## src/sqte_pkg.sv

```systemverilog
// Shared types, constants and helpers for the SARSA Q-table engine.
// No dependencies; used by every module under src.
`default_nettype none

package sqte_pkg;

  // Table geometry defaults
  localparam int ROW_COUNT_DEF    = 12288;
  localparam int ACTION_COUNT_DEF = 16;

  // Fixed field widths
  localparam int ROW_W   = 14;
  localparam int ACT_W   = 4;
  localparam int Q16_W   = 17;
  localparam int VAL_W   = 32;

  // Datapath widths of the shared multiplier and the adders around it
  localparam int OPA_W   = 18;              // Q1.16 factor, zero extended
  localparam int TD_W    = 34;              // reward + gamma*q' - q
  localparam int PROD_W  = OPA_W + TD_W;    // full product
  localparam int NV_W    = 37;              // q + alpha*td before saturation
  localparam int FRAC_SH = 16;

  localparam logic [Q16_W-1:0] ONE_Q16          = 17'd65536;
  localparam logic [Q16_W-1:0] LEARN_RATE_RESET = 17'd13107;
  localparam logic [Q16_W-1:0] DISCOUNT_RESET   = 17'd64881;

  // Configuration register indexes
  localparam int CFG_IDX_W = 1;
  localparam logic [CFG_IDX_W-1:0] CFG_LEARN_RATE = 1'b0;
  localparam logic [CFG_IDX_W-1:0] CFG_DISCOUNT   = 1'b1;

  // Request kinds
  localparam logic REQ_SELECT = 1'b0;
  localparam logic REQ_UPDATE = 1'b1;

  typedef struct packed {
    logic                    req_type;
    logic [ROW_W-1:0]        state_index;
    logic [ACT_W-1:0]        taken_action;
    logic [ROW_W-1:0]        next_state_index;
    logic [ACT_W-1:0]        succ_action;
    logic signed [VAL_W-1:0] reward;
    logic [Q16_W-1:0]        explore_level;
    logic [Q16_W-1:0]        random_fraction;
    logic [ACT_W-1:0]        random_action;
  } req_t;

  typedef struct packed {
    logic [ACT_W-1:0]        chosen_action;
    logic                    explored;
    logic signed [VAL_W-1:0] new_value;
  } rsp_t;

  // Sequencer states
  typedef enum logic [3:0] {
    ST_CLEAR,
    ST_IDLE,
    ST_BASE,
    ST_SCAN,
    ST_DRAIN,
    ST_RD_Q,
    ST_RD_QN,
    ST_MUL_G,
    ST_TD,
    ST_MUL_A,
    ST_WB,
    ST_DONE
  } sqte_state_t;

  // Factors above 1.0 saturate to 1.0
  function automatic logic [Q16_W-1:0] clamp_one(input logic [Q16_W-1:0] v);
    return (v > ONE_Q16) ? ONE_Q16 : v;
  endfunction

endpackage

`default_nettype wire

```

## src/sqte_mul.sv

```systemverilog
// Shared signed multiplier with a registered product, used for both
// gamma*q' and alpha*td. Depends on sqte_pkg for operand widths.
`default_nettype none

module sqte_mul (
  input  wire logic                                clk,
  input  wire logic signed [sqte_pkg::OPA_W-1:0]   op_a,
  input  wire logic signed [sqte_pkg::TD_W-1:0]    op_b,
  output logic      signed [sqte_pkg::PROD_W-1:0]  prod
);

  // One multiply per cycle, product registered
  always_ff @(posedge clk) begin
    prod <= sqte_pkg::PROD_W'(op_a) * sqte_pkg::PROD_W'(op_b);
  end

endmodule

`default_nettype wire

```

## config.mk

```make
export PLATFORM = sky130hd
export DESIGN_NAME = sqte_mul
export DESIGN_NICKNAME = d
export VERILOG_FILES = /design/src/sqte_pkg.sv /design/src/sqte_mul.sv
export SDC_FILE = /design/constraint.sdc
export NUM_CORES = 2
export LEC_CHECK = 0
export ABC_AREA = 1
export BUFFER_PORTS_ARGS = -buffer_cell sky130_fd_sc_hd__buf_4
export CORE_MARGIN = 4
export CORE_UTILIZATION = 30
export DETAILED_ROUTE_END_ITERATION = 8
export SLEW_MARGIN = 20
export SYNTH_ARGS = -nofsm -noshare
export SYNTH_HDL_FRONTEND = slang
export SYNTH_SLANG_ARGS = --single-unit
```

## constraint.sdc

```tcl
create_clock -name clk -period 6.7 [get_ports clk]
set_input_delay 0 -clock clk [delete_from_list [all_inputs] [get_ports clk]]
set_output_delay 0 -clock clk [all_outputs]
set_load 0.05 [all_outputs]
```

* Yosys cells after proc, flatten, opt, wreduce, memory -nomap -nowiden
Index checks and enable logic that the tools add are counted.
Cells by class: $mul 1
Operators with widths (number):
- 18-bit by 34-bit multiplier with 52-bit output | 1
Storage, ports and cells: register bits after elaboration 52, bits of input ports 53

* Logic depth before layout (Yosys ltp)
depth after elaboration 1, depth in mapped cells 29, depth with buffers taken out 27

* Worst setup path before layout
No wires, ideal clock.
path type input to register, start input port op_b[33] (netlist name), end register prod[47] (netlist name), setup time 114 ps, arrival time 5194 ps, required time 6586 ps, setup slack 1392 ps, stages on the path 22, cells stage by stage clkbuf_1 > clkbuf_1 > nand2_1 > fa_1 > inv_1 > fa_1 > inv_1 > fa_1 > fa_1 > fa_1 > fa_1 > inv_1 > ha_1 > nand2_1 > nor2_1 > inv_1 > nor2_1 > nand2_1 > nor2_1 > nand2_1 > nand4_1 > nand2_1
On the way: word-level cells in the longest chain between the ends 1
RTL lines:
- from (decl) | line sqte_mul.sv:8 | input wire logic signed [sqte_pkg::TD_W-1:0] op_b,
- 18-bit by 34-bit multiplier with 52-bit output | line sqte_mul.sv:14 | prod <= sqte_pkg::PROD_W'(op_a) * sqte_pkg::PROD_W'(op_b);
- to (signal assigned) | line sqte_mul.sv:14
- to (decl) | line sqte_mul.sv:9 | output logic signed [sqte_pkg::PROD_W-1:0] prod
No other way between the ends.

* Worst setup path after layout
start input port op_a[0] (netlist name), end register prod[45] (netlist name)
On the way: word-level cells in the longest chain between the ends 1
RTL lines:
- from (decl) | line sqte_mul.sv:7 | input wire logic signed [sqte_pkg::OPA_W-1:0] op_a,
- 18-bit by 34-bit multiplier with 52-bit output | line sqte_mul.sv:14
No other way between the ends.

==> impl_metrics.env <==
export IMPL_status="finished, final reports clean"
export IMPL_crit_fanout=34
export IMPL_layout_drive_gt1_share_pct=5.10
export IMPL_clk_pin_slew_worst_paths_ns=0.09
export IMPL_die_area_um2=85300
export IMPL_cts_buffer_depth=2
export IMPL_startpoint="op_a[0]"
export IMPL_reg_largest_list="prod: 52 flops"
export IMPL_final_area_um2=25900
export IMPL_hold_class="input pin to flip-flop"
export IMPL_dpl_hpwl_mm=55.2
export IMPL_postRouteAntennaNets=0
export IMPL_drtIter0Drc=909
export IMPL_crit_path_start_kind="input pin"
export IMPL_grt_pass1_wl_mm=111
export IMPL_postCtsSetupRepairBufs=0
export IMPL_core_um2=79500
export IMPL_grt_usage_pct=16.2
export IMPL_cts_num_sinks=52
export IMPL_ys_ff_latch=52
export IMPL_min_period_over_period_pct=80.8
export IMPL_worstPathRequired_ns=6.93
export IMPL_syn_area_per_cell_um2=7.42
export IMPL_area_delta_synth_final_pct=7.16
export IMPL_place_area_um2=25800
export IMPL_final_core_util_pct=32.6
export IMPL_hold_buffers=0
export IMPL_synth_nets=4025
export IMPL_yosys_warnings=0
export IMPL_cp_end_kind="flip-flop"
export IMPL_drt_wl_total_mm=66.1
export IMPL_multi_input_area_um2=18500
export IMPL_tritoncts="done"
export IMPL_num_fill_cells=8516
export IMPL_dr_pass1_iters=5
export IMPL_top_register="prod"
export IMPL_cts_htree_levels=2
export IMPL_hp_start="op_b[0]"
export IMPL_rsz0062_at_grt="false"
export IMPL_endpoint="prod[45]"
export IMPL_fin_nets=3998
export IMPL_cts_resized=0
export IMPL_largest_reg_flops=52
export IMPL_std_cell_rows=103
export IMPL_route_vias_total=18575
export IMPL_timing_setup_tns_ns=0
export IMPL_gp_congestion=0.889
export IMPL_grt_pass1_vias=20852
export IMPL_post_route_min_period_ns=5.41
export IMPL_max_freq_mhz=185
export IMPL_grt_max_degree=36
export IMPL_route_detailed_drc=0
export IMPL_finalHoldViolCount=0
export IMPL_tightestPinTransition_ns=0.604
export IMPL_cts_root_buf="clkbuf_16"
export IMPL_critPathKind="input pin to flip-flop"
export IMPL_numPortBuffers=104
export IMPL_antenna_cells=0
export IMPL_netlist_area_um2=24200
export IMPL_maxSlewHeadroom_pct=59.7
export IMPL_start_util_pct=30.4
export IMPL_avgViaCountPerCell=4.33
export IMPL_dp_cells=4278
export IMPL_seq_area_um2=1040
export IMPL_overflow=0
export IMPL_die_height_um=292
export IMPL_wl_per_cell_um=15.4
export IMPL_ys_types=28
export IMPL_cts_made_buffers=5
export IMPL_die_w_um=292
export IMPL_maxCapViolations=0
export IMPL_arrival_ns=5.64
export IMPL_postSynthCellCount=3262
export IMPL_slew_viol_final=0
export IMPL_antenna_found_initial=0
export IMPL_final_cells=4286
export IMPL_yosysSeqAreaShare_pct=4.30
export IMPL_finalSetupViolCount=0
export IMPL_io_pins=105
-- through the flow --
| stage | hold WS, ns | setup WS, ns |
|---|---|---|
| global placement | 0.399 | 1.00 |
| detailed placement | 0.403 | 1.00 |
| CTS | 0.0508 | 1.35 |
| finish | 0.0641 | 1.29 |
| global route | 0.0736 | 0.964 |
| floorplan | 0.275 | 1.39 |
-- cells in the mapped netlist (all sizes together) --
cell type | n | share of area (%)
dfxtp | 52 | 4.3
nand3b | 3 | 0.093
buf | 9 | 0.14
nand2 | 997 | 16
clkinv | 1 | 0.015
nand3 | 48 | 1.0
inv | 1100 | 17
ha | 125 | 6.5
nand4 | 17 | 0.44
fa | 585 | 48
nor2 | 98 | 1.8
a21oi | 37 | 0.78
o21ai | 4 | 0.083
or2 | 6 | 0.16
and2 | 1 | 0.026
o21bai | 4 | 0.12
xnor2 | 6 | 0.22
nor3 | 14 | 0.43
clkbuf | 130 | 2.0
a21o | 2 | 0.062
xor2 | 23 | 0.83
-- per-layer routing --
| metal | routed length, um | part of all wire, % | vias to the layer above | GRT usage, % |
|---|---|---|---|---|
| met5 | 0 | 0 | - | 0 |
| met4 | 1970 | 3.0 | 0 | 4.67 |
| met3 | 3510 | 5.3 | 113 | 2.34 |
| met2 | 33200 | 50 | 479 | 29.2 |
| met1 | 27400 | 42 | 9195 | 20.0 |
| li1 | - | - | 8788 | - |
-- layout make-up --
| class | instances | area share [%] |
|---|---|---|
| Clock buffer | 5 | 0.482 |
| Clock inverter | 3 | 0.106 |
| Inverter | 1101 | 15.9 |
| Multi-Input combinational cell | 1970 | 71.4 |
| Sequential cell | 52 | 4.01 |
| Timing Repair Buffer | 105 | 3.04 |
| Tap cell | 1050 | 5.06 |
-- worst min path at each step --
stage | endpoint | slack, ns | cells after the start
2_1_floorplan | prod[0] | 0.27 | 3
6_report | prod[0] | 0.06 | 3
5_1_grt | prod[0] | 0.07 | 3
3_3_place_gp | prod[0] | 0.40 | 3
3_5_place_dp | prod[0] | 0.40 | 3
4_1_cts | prod[0] | 0.05 | 3
-- cells in the final DEF (no fill, tap or decap) --
cell	synthesis	layout
a21o_1	2	2
a21oi_1	36	36
a21oi_2	1	1
and2_1	1	1
buf_4	0	105
clkbuf_16	0	5
clkinv_1	1	1
clkinv_4	0	1
clkinvlp_4	0	1
dfxtp_1	52	52
fa_1	585	585
ha_1	125	125
inv_1	1093	1093
inv_2	7	7
inv_8	0	1
nand2_1	984	984
nand2_2	13	13
nand3_1	47	47
nand3_2	1	1
nand3b_1	3	3
nand4_1	17	17
nor2_1	81	81
nor2_2	13	13
nor2_4	4	4
nor3_1	7	7
nor3_2	7	7
o21ai_0	4	4
o21bai_1	4	4
or2_2	6	6
xnor2_1	6	6
xor2_1	23	23
-- worst max-delay path, cell delays in order --
cell and delay [ns]:
buf_4 0.23, nand2_1 0.12, inv_1 0.10, fa_1 0.75, fa_1 0.50, ha_1 0.52
inv_1 0.23, fa_1 0.52, inv_1 0.06, fa_1 0.53, inv_1 0.05, fa_1 0.48
inv_1 0.04, ha_1 0.36, nand2_1 0.15, nor2_1 0.20, nand3_1 0.17, nor2_1 0.19
nand4_1 0.20, nand4_1 0.14, nand2_1 0.06
-- logic make-up after synthesis --
| logic type | after synthesis | share of synthesized area [%] |
|---|---|---|
| AOI/OAI and AO/OA | 47 | 1.05 |
| xor gates and xnor gates | 29 | 1.05 |
| adders and majority gates | 710 | 54.8 |
| buffers and inverters | 1240 | 19.2 |
| DFF | 52 | 4.30 |
| and+or+nand+nor | 1184 | 19.5 |
Power is left out: the tool's default activity adds up to more than one toggle a clock period on the data nets, which glitch-free logic cannot reach.
